--- src/rtl/core/next_fit_id_allocator_macros.svh ---
// assertion helpers shared by the allocator modules
// both expect a clk and an active-low arst_n in the using module
`ifndef NEXT_FIT_ID_ALLOCATOR_MACROS_SVH
`define NEXT_FIT_ID_ALLOCATOR_MACROS_SVH

// consequent must hold in the same cycle as the antecedent
`define NFID_ASSERT_SAME(lbl, ant, cons, msg) \
	lbl: assert property (@(posedge clk) disable iff (!arst_n) (ant) |-> (cons)) \
		else $error(msg);

// consequent must hold in the cycle after the antecedent
`define NFID_ASSERT_NEXT(lbl, ant, cons, msg) \
	lbl: assert property (@(posedge clk) disable iff (!arst_n) (ant) |=> (cons)) \
		else $error(msg);

`endif

--- src/rtl/core/nfid_pkg.sv ---
package nfid_pkg;

	// default table size
	localparam int unsigned NUM_SLOTS_DEF = 256;

	// occupancy bits examined per search cycle is 2**GRP_BITS
	localparam int unsigned GRP_BITS = 4;

	// field widths
	localparam int unsigned OP_W       = 2;
	localparam int unsigned DESC_W     = 64;
	localparam int unsigned SLOT_IN_W  = 8;
	localparam int unsigned SLOT_OUT_W = 9;

	typedef enum logic [OP_W-1:0] {
		OP_ALLOC   = 2'd0,
		OP_RELEASE = 2'd1,
		OP_LOOKUP  = 2'd2
	} op_t;

	typedef enum logic [1:0] {
		ST_IDLE,
		ST_SEARCH,
		ST_EXEC,
		ST_FINISH
	} state_t;

	// controller to datapath
	typedef struct packed {
		logic accept;
		logic step;
		logic exec;
		logic load_out;
	} cmd_t;

	// datapath to controller
	typedef struct packed {
		logic found;
		logic exhausted;
	} stat_t;

endpackage

--- src/rtl/core/nfid_ctrl.sv ---
`include "next_fit_id_allocator_macros.svh"

module nfid_ctrl (
	input  logic                       clk,
	input  logic                       arst_n,
	input  logic                       in_valid,
	output logic                       in_ready,
	input  logic [nfid_pkg::OP_W-1:0]  in_op,
	output logic                       out_valid,
	input  logic                       out_ready,
	output nfid_pkg::cmd_t             cmd,
	input  nfid_pkg::stat_t            stat
);

	nfid_pkg::state_t state_q, state_d;
	logic             out_valid_q;

	// state register
	always_ff @(posedge clk or negedge arst_n) begin
		if (!arst_n) begin
			state_q <= nfid_pkg::ST_IDLE;
		end else begin
			state_q <= state_d;
		end
	end

	// next state and commands
	always_comb begin
		state_d  = state_q;
		cmd      = '0;
		in_ready = 1'b0;
		unique case (state_q)
			nfid_pkg::ST_IDLE: begin
				in_ready = 1'b1;
				if (in_valid) begin
					cmd.accept = 1'b1;
					state_d = (in_op == nfid_pkg::OP_ALLOC) ? nfid_pkg::ST_SEARCH
					                                          : nfid_pkg::ST_EXEC;
				end
			end
			nfid_pkg::ST_SEARCH: begin
				cmd.step = 1'b1;
				if (stat.found || stat.exhausted) begin
					state_d = nfid_pkg::ST_FINISH;
				end
			end
			nfid_pkg::ST_EXEC: begin
				cmd.exec = 1'b1;
				state_d  = nfid_pkg::ST_FINISH;
			end
			nfid_pkg::ST_FINISH: begin
				if (!out_valid_q || out_ready) begin
					cmd.load_out = 1'b1;
					state_d      = nfid_pkg::ST_IDLE;
				end
			end
		endcase
	end

	// output register valid flag
	always_ff @(posedge clk or negedge arst_n) begin
		if (!arst_n) begin
			out_valid_q <= 1'b0;
		end else if (cmd.load_out) begin
			out_valid_q <= 1'b1;
		end else if (out_ready) begin
			out_valid_q <= 1'b0;
		end
	end

	assign out_valid = out_valid_q;

	// checks
	`NFID_ASSERT_SAME(a_cmd_onehot, 1'b1, $onehot0({cmd.accept, cmd.step, cmd.exec, cmd.load_out}), "more than one datapath command at once")
	`NFID_ASSERT_SAME(a_load_free, cmd.load_out, !out_valid_q || out_ready, "result overwrites an untaken transaction")
	`NFID_ASSERT_NEXT(a_search_done, state_q == nfid_pkg::ST_SEARCH && stat.found, state_q == nfid_pkg::ST_FINISH, "search did not stop on a free slot")

endmodule

--- config.mk ---
export PLATFORM = sky130hd
export DESIGN_NAME = nfid_ctrl
export DESIGN_NICKNAME = d
export VERILOG_FILES = /design/src/rtl/core/nfid_pkg.sv /design/src/rtl/core/nfid_ctrl.sv
export VERILOG_INCLUDE_DIRS = /design/src /design/src/rtl/core
export SDC_FILE = /design/constraint.sdc
export NUM_CORES = 1
export LEC_CHECK = 0
export BUFFER_PORTS_ARGS = -buffer_cell sky130_fd_sc_hd__buf_2
export CORE_AREA = 2 2 39 41
export CTS_CLUSTER_SIZE = 24
export DETAILED_ROUTE_END_ITERATION = 10
export DIE_AREA = 0 0 41 43
export PLACE_DENSITY = 0.52
export SETUP_SLACK_MARGIN = 0.1
export SYNTH_ARGS = -nofsm -noshare
export SYNTH_HDL_FRONTEND = slang
export SYNTH_SLANG_ARGS = --single-unit
--- constraint.sdc ---
create_clock -name clk -period 2.5 [get_ports clk]
set_input_delay 0 -clock clk [delete_from_list [all_inputs] [get_ports clk]]
set_output_delay 0 -clock clk [all_outputs]
set_load 0.01 [all_outputs]
# Word level (Yosys, flattened, before mapping)
# Cells that the tools add are included.
# totals
ff_bits,3
latchBits,0
mem_bits_ro,0
inputBits,8
elab_cells,29
mem_bits_rw,0
out_inout_bits,6
memories,0
# op_classes
n_reduce_logical,7
bitwise_logic,0
eq_ne,6
n_addsub,0
mul,0
shifts,0
n_mux,14
magnitude_cmp,0
div_mod_pow,0
# ops
op,n
1-bit two-way mux,9
2-bit two-way mux,4
2-bit one-hot mux with 4 select lines,1
"2-bit != test, second input constant",3
"2-bit == test, second input constant",2
2-bit zero test,2
3-bit AND reduction,1
"2-bit by 1-bit == test with 1-bit output, second input constant",1
1-bit logical OR,2
2-bit nonzero test,1
1-bit zero test,1

# Logic depth before layout (Yosys ltp)
# Gate-level depths: netlist (run 1).
# logic_depth
ltp_word,5
mapped_depth,5
mapped_depth_nobuf,5

# Worst setup path after synthesis (run 1)
# OpenSTA, ideal clock, no wires.
# synth_path
path_type,reg2reg
from,register state_q[1]
to,register state_q[1]
path_stages_with_launch,6
n_path_buf,0
path_slack_ps,1200
arrival_ps,1173
synth_period_minus_slack_ps,1300
path_cell_list,dfrtp_1 inv_1 ha_1 nor3b_1 a21oi_1 o2bb2ai_1
# synth_via
elab_chain_len,3
elab_cells_between_ends,9
# synth_rtl
element,line,text
start: declaration,nfid_ctrl.sv:15,"nfid_pkg::state_t state_q, state_d;"
start signal: assignment,nfid_ctrl.sv:21,state_q <= nfid_pkg::ST_IDLE;
start signal: assignment,nfid_ctrl.sv:23,state_q <= state_d;
2-bit == test (tied with other cells),nfid_ctrl.sv:32,unique case (state_q)
2-bit != test (no line),-,
3-bit AND reduction (no line),-,
# Parallel ways exist; a longest one is shown, timed or not.
# A chain may end at the register's enable or synchronous reset.

# Worst setup path after layout (run 1)
# Ends and elaborated chain as after synthesis.

==> reports/metrics.cfg, run 1 <==
[run_status]
outcome=complete, no violations

[global_routing]
grt_usage_pct=9.05
first_global_vias=236
overflow=0
grt_first_pass_wirelength_microns=952
antenna_found_initial=0
grt_max_degree=7

[die]
rows=14
io_pins=14
fp.dieW_microns=41
die-area_sq_um=1760
dieHeight_microns=43
core_area_sq_um=1380
start_util_pct=18.1

[synthesis]
synth_cell_types=14
syn_area_sq_um=250
synth_nets=36
yosysWarnings=0
syn_avg_cell_area_sq_um=10.4
ys_ff_latch=3
synth_cells=24
ys_seq_area_share_pct=30.0

[critical_path]
slowest_stage=dfrtp_1
worstPathRequired_ns=2.62
r2r-start=state_q[1]$_DFFE_PN0P_
cp_max_fo=3
start_kind=register
ff2ff_setup_slack_ns=1.16
endpoint=state_q[1]$_DFFE_PN0P_
crit_path_max_incr_delay_ns=0.40
ff2ff_path_depth=5
r2r-end=state_q[1]$_DFFE_PN0P_
startpoint=state_q[1]$_DFFE_PN0P_
worstSetupPathType=register to register
worstPathArrival_ns=1.45
end_kind=register
path_cells=inv_1 > ha_1 > nor3b_1 > a21oi_1 > o2bb2ai_1

[hold_path]
min_path_type=input pin to register

[timing]
finalCriticalPeriod_ns=1.34
holdWs_ns=0.0841
fin_setup_tns_ns=0
relSlewSlack_pct=79.2
final_max_slew_viol_count=0
skew_ns=0.00295
hold_violations=0
fmax_mhz=747
setup_violations=0
worst_pin_slew_ns=0.311
rsz0062_at_grt=false
period_share_pct=53.6

[detailed_routing]
wl_per_cell_microns=9.10
drc_errors=0
vias=231
via_per_inst=3.98
drt_pass1_iterations=1
drtIter0Drc=0
ant_nets=0
wirelength_microns=528

[layout]
fillerInstances=157
areaGrowthSynthToFinish_pct=48.5
num-nets-final=55
drive_above_1_share_pct=47.6
fin_cells=58
antenna_cells=0

[placement]
gp_congestion=0.701
numPlacedInstances=53
port_buffers=13
dp_hpwl_microns=411

[power_and_ir_drop]
p_leak_nw=0.198
irDropWorstVdd_uv=271
p_per_area_nw_per_um2=1230

[cts]
cts-resized-gates=0
htreeDepth=1
tritoncts.num_buffers=3
clk_pin_slew_ns=0.04
ctsRootBufferMaster=clkbuf_4
cts.sinks=3
insertion_delay_ns=0.24
cts_tree=done
clockBufferDepth=2

[run]
maxCapViolations=0

## critical path, delay by kind of cell (launching register included)
kind	cells	cell delay, ns
DFF	1	0.40
AOI/OAI and AO/OA	2	0.25
and+or+nand+nor	1	0.30
buffers and inverters	1	0.11
adders and majority gates	1	0.16
## cells in the final DEF, fill, tap and decap left out, types with 2 or more instances in the layout
cell	n
inv_1	4
dfrtp_1	3
o21ai_0	2
clkbuf_4	3
and2_1	2
ha_1	4
buf_2	13
## cells by family after synthesis
group	after synthesis	share of synthesized area, %
AOI/OAI and AO/OA	7	24.5
adders and majority gates	4	20.0
buffers and inverters	4	6.00
DFF	3	30.0
and+or+nand+nor	6	19.5
## metrics by stage
step	setup slack, ns	total power [mW]	cell area (sq um)	util, %
6_report	1.16	0.456	372	26.9
5_1_grt	1.05	0.511	372	26.9
4_1_cts	1.15	0.466	372	26.9
3_5_place_dp	1.16	0.369	335	24.2
3_3_place_gp	1.14	0.371	335	24.2
2_1_floorplan	1.20	0.297	250	-
## final cells by class
class | count | area [sq um] | share of cell area (%)
Multi-Input combinational cell | 17 | 160 | 43.1
Sequential cell | 3 | 75.1 | 20.2
Timing Repair Buffer | 14 | 75.1 | 20.2
Clock buffer | 4 | 26.3 | 7.07
Tap cell | 16 | 20.0 | 5.39
Inverter | 4 | 15.0 | 4.04
## flip-flops by register name (all words and copies together), names as in the netlist
| name | cells |
|---|---|
| state_q | 2 |
| out_valid | 1 |
## synthesized netlist by cell type, drive strengths merged
cell type,n,area [sq um]
nor2b,1,13.8
dfrtp,3,75.1
inv,4,15.0
nand2b,1,6.26
o2bb2ai,1,8.76
a221oi,1,15.0
o21ai,2,10.0
a2bb2oi,1,15.0
and2,2,12.5
a21oi,1,5.00
ha,4,50.1
or2b,1,8.76
o211ai,1,7.51
nor3b,1,7.51
## repair_timing
item                                    4_1_cts  5_1_grt
endpoints found under the setup margin        0        0
endpoints found under the hold margin         3        0
hold buffers                                  1        0
buffers inserted                              0        0
## per-layer routing
metal / vias to the layer above / GRT usage [%] / part of all wire [%]
met1: 101 / 9.39 / 44
met4: 0 / 10.0 / 2.3
met2: 8 / 10.6 / 48
met3: 2 / 6.28 / 5.9
li1: 120 / - / -
met5: - / 0 / 0
## power by group
| part | switching (mW) | total (mW) | internal (mW) |
|---|---|---|---|
| Combinational | 0.131 | 0.268 | 0.137 |
| Sequential | 0.0232 | 0.0991 | 0.0759 |
| Clock | 0.0285 | 0.0886 | 0.0600 |
## how the worst min path moves through the flow
stage | start | to | slack (ns) | cells past startpoint
6_report | out_ready | out_valid$_DFFE_PN0P_ | 0.08 | 3
5_1_grt | out_ready | out_valid$_DFFE_PN0P_ | 0.09 | 3
4_1_cts | arst_n | state_q[1]$_DFFE_PN0P_ | 0.08 | 2
3_5_place_dp | arst_n | state_q[0]$_DFFE_PN0P_ | -0.20 | 1
3_3_place_gp | arst_n | state_q[0]$_DFFE_PN0P_ | -0.20 | 1
2_1_floorplan | arst_n | out_valid$_DFFE_PN0P_ | -0.30 | 0
Power figures use the tool's default switching activity.
==> inputs of run 2 (changes only) <==
--- a/config.mk
+++ b/config.mk
@@ -11,7 +11,7 @@
 export CTS_CLUSTER_SIZE = 24
 export DETAILED_ROUTE_END_ITERATION = 10
 export DIE_AREA = 0 0 41 43
-export PLACE_DENSITY = 0.52
+export PLACE_DENSITY = 0.53
 export SETUP_SLACK_MARGIN = 0.1
 export SYNTH_ARGS = -nofsm -noshare
 export SYNTH_HDL_FRONTEND = slang
==> constraint.sdc (replaced) <==
create_clock -name clk -period 1.1 [get_ports clk]
set_input_delay 0 -clock clk [delete_from_list [all_inputs] [get_ports clk]]
set_output_delay 0 -clock clk [all_outputs]
set_load 0.01 [all_outputs]
==> run 2 against run 1 <==
The run now ends with negative setup slack left. Clock power rose by 120%. Non-clock buffer count is 7 higher. First-iteration DRC count is 1 higher. Sequential power grew 140%. Combinational power rose to 4.1 times the previous value. Via count grew 17%. Sequential cell count stayed put. Worst setup slack lost 1.3 ns. Global-route usage is 0.57 points higher. Core utilization is 11 points higher. Critical path type is now register to primary output.
==> reports/metrics.cfg, run 2 (same netlist as run 1, synthesis figures left out) <==
[die]
die-area_sq_um=1760
fp.dieW_microns=41
start_util_pct=18.1
rows=14
dieHeight_microns=43
core_area_sq_um=1380
io_pins=14

[critical_path]
ff2ff_path_depth=5
ff2ff_setup_slack_ns=-0.15
worstPathArrival_ns=1.27
r2r-end=state_q[0]$_DFFE_PN0P_
start_kind=register
cp_max_fo=4
end_kind=primary output
worstSetupPathType=register to primary output
r2r-start=state_q[1]$_DFFE_PN0P_
worstPathRequired_ns=1.10

[run_status]
outcome=complete, but fails checks
violations=negative setup slack

[cts]
clockBufferDepth=2
insertion_delay_ns=0.23
ctsRootBufferMaster=clkbuf_4
tritoncts.num_buffers=3
clk_pin_slew_ns=0.04
cts_tree=done
htreeDepth=1
cts.sinks=3

[global_routing]
first_global_vias=282
overflow=0
grt_usage_pct=9.63
grt_max_degree=6
grt_first_pass_wirelength_microns=1080
antenna_found_initial=0

[placement]
dp_hpwl_microns=539
port_buffers=13
gp_congestion=0.716

[timing]
finalCriticalPeriod_ns=1.27
rsz0062_at_grt=true
relSlewSlack_pct=83.1
period_share_pct=116
worst_pin_slew_ns=0.253
fin_setup_tns_ns=-0.737
final_max_slew_viol_count=0
fmax_mhz=785
skew_ns=0.000706
setup_violations=6
hold_violations=0
layout_setup_ws_ns=-0.174

[power_and_ir_drop]
irDropWorstVdd_uv=1040
power_mw=1.54
p_leak_nw=0.243
p_per_area_nw_per_um2=2970

[layout]
layout_commonest_cell=buf_2
final_cell_mix=9 x buf_2, 7 x buf_6, 4 x buf_4
top_register=state_q
fillerInstances=155
largest_reg_flops=2
areaGrowthSynthToFinish_pct=108
drive_above_1_share_pct=75.5
num-nets-final=62
antenna_cells=0

[run]
maxCapViolations=0

[hold_path]
min_path_type=input pin to register
whs_path_depth=3
worstHoldStart=out_ready
min_to=out_valid$_DFFE_PN0P_

[detailed_routing]
wirelength_microns=674
drc_errors=0
via_per_inst=4.15
drtIter0Drc=1
drt_pass1_iterations=2
ant_nets=0
vias=270
wl_per_cell_microns=10.4

## run 2: worst max-delay path: stages (launching register included)
cell	delay, ns
dfrtp_2	0.43
ha_2	0.22
buf_4	0.13
and2_1	0.12
buf_2	0.13
## run 2: layout make-up
cell class              count  area [sq um]  area share, %
well taps                  16          20.0           3.86
repair buffers             21           164           31.6
inverters                   4          15.0           2.89
multi-input cells          17           218           41.9
clock buffers               4          26.3           5.06
flip-flops and latches      3          76.3           14.7
## run 2: worst max path at each step
stage	startpoint	endpoint	cells past startpoint
5_1_grt	state_q[1]$_DFFE_PN0P_	state_q[0]$_DFFE_PN0P_	5
4_1_cts	state_q[0]$_DFFE_PN0P_	cmd[0]	4
3_3_place_gp	state_q[1]$_DFFE_PN0P_	state_q[1]$_DFFE_PN0P_	5
2_1_floorplan	state_q[0]$_DFFE_PN0P_	state_q[0]$_DFFE_PN0P_	4
3_5_place_dp	state_q[1]$_DFFE_PN0P_	state_q[0]$_DFFE_PN0P_	5
6_report	state_q[0]$_DFFE_PN0P_	cmd[0]	4
## run 2: layer usage
layer | vias to the layer above | global-route usage, % | share of wire [%]
li1 | 131 | - | -
met1 | 123 | 9.94 | 41
met2 | 16 | 14.7 | 48
met3 | 0 | 4.71 | 11
met4 | 0 | 6.00 | 0
met5 | - | 0 | 0
## run 2: where the power goes
group	switching, mW	internal [mW]
Combinational	0.438	0.671
Sequential	0.0648	0.176
Clock	0.0552	0.136
Total	0.558	0.983
## run 2: timing repair
action | CTS | global route
pin swaps | 1 | 1
hold buffers | 1 | 0
endpoints found under the hold margin | 3 | 0
endpoints found under the setup margin | 8 | 8
setup buffers | 1 | 2
gates resized for setup | 9 | 3
## run 2: stage by stage
step           hold slack (ns)  setup WS [ns]  utilization, %  cells  instance area, sq um
3_3_place_gp            -0.201         -0.129            29.1     57                   403
2_1_floorplan           -0.296        -0.0678               -     24                   288
4_1_cts                 0.0765         -0.179            35.4     63                   490
3_5_place_dp            -0.199         -0.141            29.1     57                   403
5_1_grt                 0.0857         -0.236            37.5     65                   519
6_report                0.0791         -0.174            37.5     65                   519
==> inputs of run 3 (changes only) <==
--- a/config.mk
+++ b/config.mk
@@ -12,6 +12,7 @@
 export DETAILED_ROUTE_END_ITERATION = 10
 export DIE_AREA = 0 0 41 43
 export PLACE_DENSITY = 0.53
+export REMOVE_ABC_BUFFERS = 1
 export SETUP_SLACK_MARGIN = 0.1
 export SYNTH_ARGS = -nofsm -noshare
 export SYNTH_HDL_FRONTEND = slang
==> run 3 against run 2 <==
The run still ends with negative setup slack left. Non-clock buffer count grew 2. Die area is the same. Cell area grew 8.0%. Worst setup slack lost 0.0018 ns. Clock-buffer cell count is the same. Via count grew 5.6%. Sequential share of layout area shrank 1.1 points. Critical endpoint is now cmd[3]. Highest routed layer is now met4.
==> reports/metrics.cfg, run 3 (same netlist as run 1, synthesis figures left out) <==
[critical_path]
startpoint=state_q[0]$_DFFE_PN0P_
worstSetupPathType=register to primary output
slowest_stage=dfrtp_2
ff2ff_setup_slack_ns=-0.17
crit_path_max_incr_delay_ns=0.44
cp_max_fo=4
worstPathArrival_ns=1.28
end_kind=primary output
path_cells=inv_2 > ha_4 > buf_6 > and2_4 > buf_6
start_kind=register
worstPathRequired_ns=1.10
cpMostUsedCell=buf_6
r2r-end=state_q[0]$_DFFE_PN0P_
r2r-start=state_q[0]$_DFFE_PN0P_
ff2ff_path_depth=4

[detailed_routing]
wl_per_cell_microns=11.1
drc_errors=0
vias=285
drt_pass1_iterations=3
drtIter0Drc=1
wirelength_microns=746
via_per_inst=4.25
ant_nets=0

[layout]
num-nets-final=64
layout_commonest_cell=buf_6
fin_area_sq_um=561
final_cell_mix=9 x buf_6, 8 x buf_2, 5 x buf_4
antenna_cells=0
drive_above_1_share_pct=78.4
fin_cells=67
areaGrowthSynthToFinish_pct=124
top_register=state_q
largest_reg_flops=2

[timing]
layout_setup_ws_ns=-0.176
fmax_mhz=784
hold_violations=0
final_max_slew_viol_count=0
skew_ns=0.00100
setup_violations=6
period_share_pct=116
rsz0062_at_grt=true
finalCriticalPeriod_ns=1.28
relSlewSlack_pct=82.5
worst_pin_slew_ns=0.259

[die]
fp.dieW_microns=41
io_pins=14
dieHeight_microns=43
die-area_sq_um=1760
start_util_pct=18.1
rows=14
core_area_sq_um=1380

[placement]
place_ws_ns=-0.284
port_buffers=13
dp_hpwl_microns=456
numPlacedInstances=59
place_area_sq_um=380
gp_congestion=0.754

[global_routing]
grt_max_degree=5
grt_usage_pct=11.9
grt_first_pass_wirelength_microns=1280
overflow=0
first_global_vias=335
antenna_found_initial=0

[run_status]
outcome=complete, but fails checks
violations=negative setup slack

[cts]
cts.sinks=3
clk_pin_slew_ns=0.04
htreeDepth=1
ctsRootBufferMaster=clkbuf_4
clockBufferDepth=2
tritoncts.num_buffers=3
cts_tree=done
insertion_delay_ns=0.24

[power_and_ir_drop]
p_leak_nw=0.261
p_per_area_nw_per_um2=3090
irDropWorstVdd_uv=777

[run]
maxCapViolations=0

[hold_path]
min_path_type=input pin to async pin

[run 3: cell count changes in the layout (fill, tap and decap cells not counted), sizes merged]
cell,before,now
buf,20,22
[run 3: worst max-delay path by stage]
stage                     slack, ns                endpoint  cells past startpoint
after floorplan               -0.20  state_q[1]$_DFFE_PN0P_                      5
after global placement        -0.28  state_q[1]$_DFFE_PN0P_                      5
after detailed placement      -0.28  state_q[1]$_DFFE_PN0P_                      5
after CTS                     -0.17                  cmd[0]                      5
after global routing          -0.24                  cmd[3]                      5
final                         -0.18                  cmd[3]                      5
[run 3: metrics by stage]
stage / hold WS, ns / setup TNS [ns] / util [%] / power, mW
detailed placement: -0.199 / -0.570 / 27.5 / 1.00
finish: 0.0913 / -0.778 / 40.5 / 1.73
global placement: -0.199 / -0.509 / 27.5 / 1.01
floorplan: -0.296 / -0.374 / - / 0.675
CTS: 0.0801 / -0.740 / 39.3 / 1.64
global route: 0.0985 / -1.14 / 40.5 / 1.88
[run 3: power by group]
part	switching [mW]	internal (mW)	leakage (nW)
logic	0.483	0.795	0.212
registers	0.0759	0.176	0.0345
clock network	0.0639	0.136	0.0150
total	0.623	1.11	0.261
[run 3: cell type report]
class / count / area [sq um]
Fill cell: 132 / 823
Multi-Input combinational cell: 17 / 234
Timing Repair Buffer: 23 / 189
Sequential cell: 3 / 76.3
Clock buffer: 4 / 26.3
Tap cell: 16 / 20.0
Inverter: 4 / 15.0
[run 3: layer usage]
| metal | vias up | global-route usage [%] | share of wire (%) |
|---|---|---|---|
| li1 | 136 | - | - |
| met1 | 133 | 10.0 | 34 |
| met2 | 12 | 16.9 | 55 |
| met3 | 4 | 7.33 | 5.6 |
| met4 | 0 | 12.7 | 5.0 |
| met5 | - | 0 | 0 |
[run 3: worst max-delay path: cells and delay by family (launching register included)]
family / cells / cell delay [ns]
adders and majority gates: 1 / 0.17
DFF: 1 / 0.44
and+or+nand+nor: 1 / 0.12
buffers and inverters: 3 / 0.29
[run 3: what timing repair did]
action / CTS / global route
resized for setup: 22 / 3
hold buffers: 1 / 0
pin swaps: 3 / 0
setup endpoints to repair: 8 / 8
buffers inserted: 3 / 0
hold endpoints to repair: 3 / 0
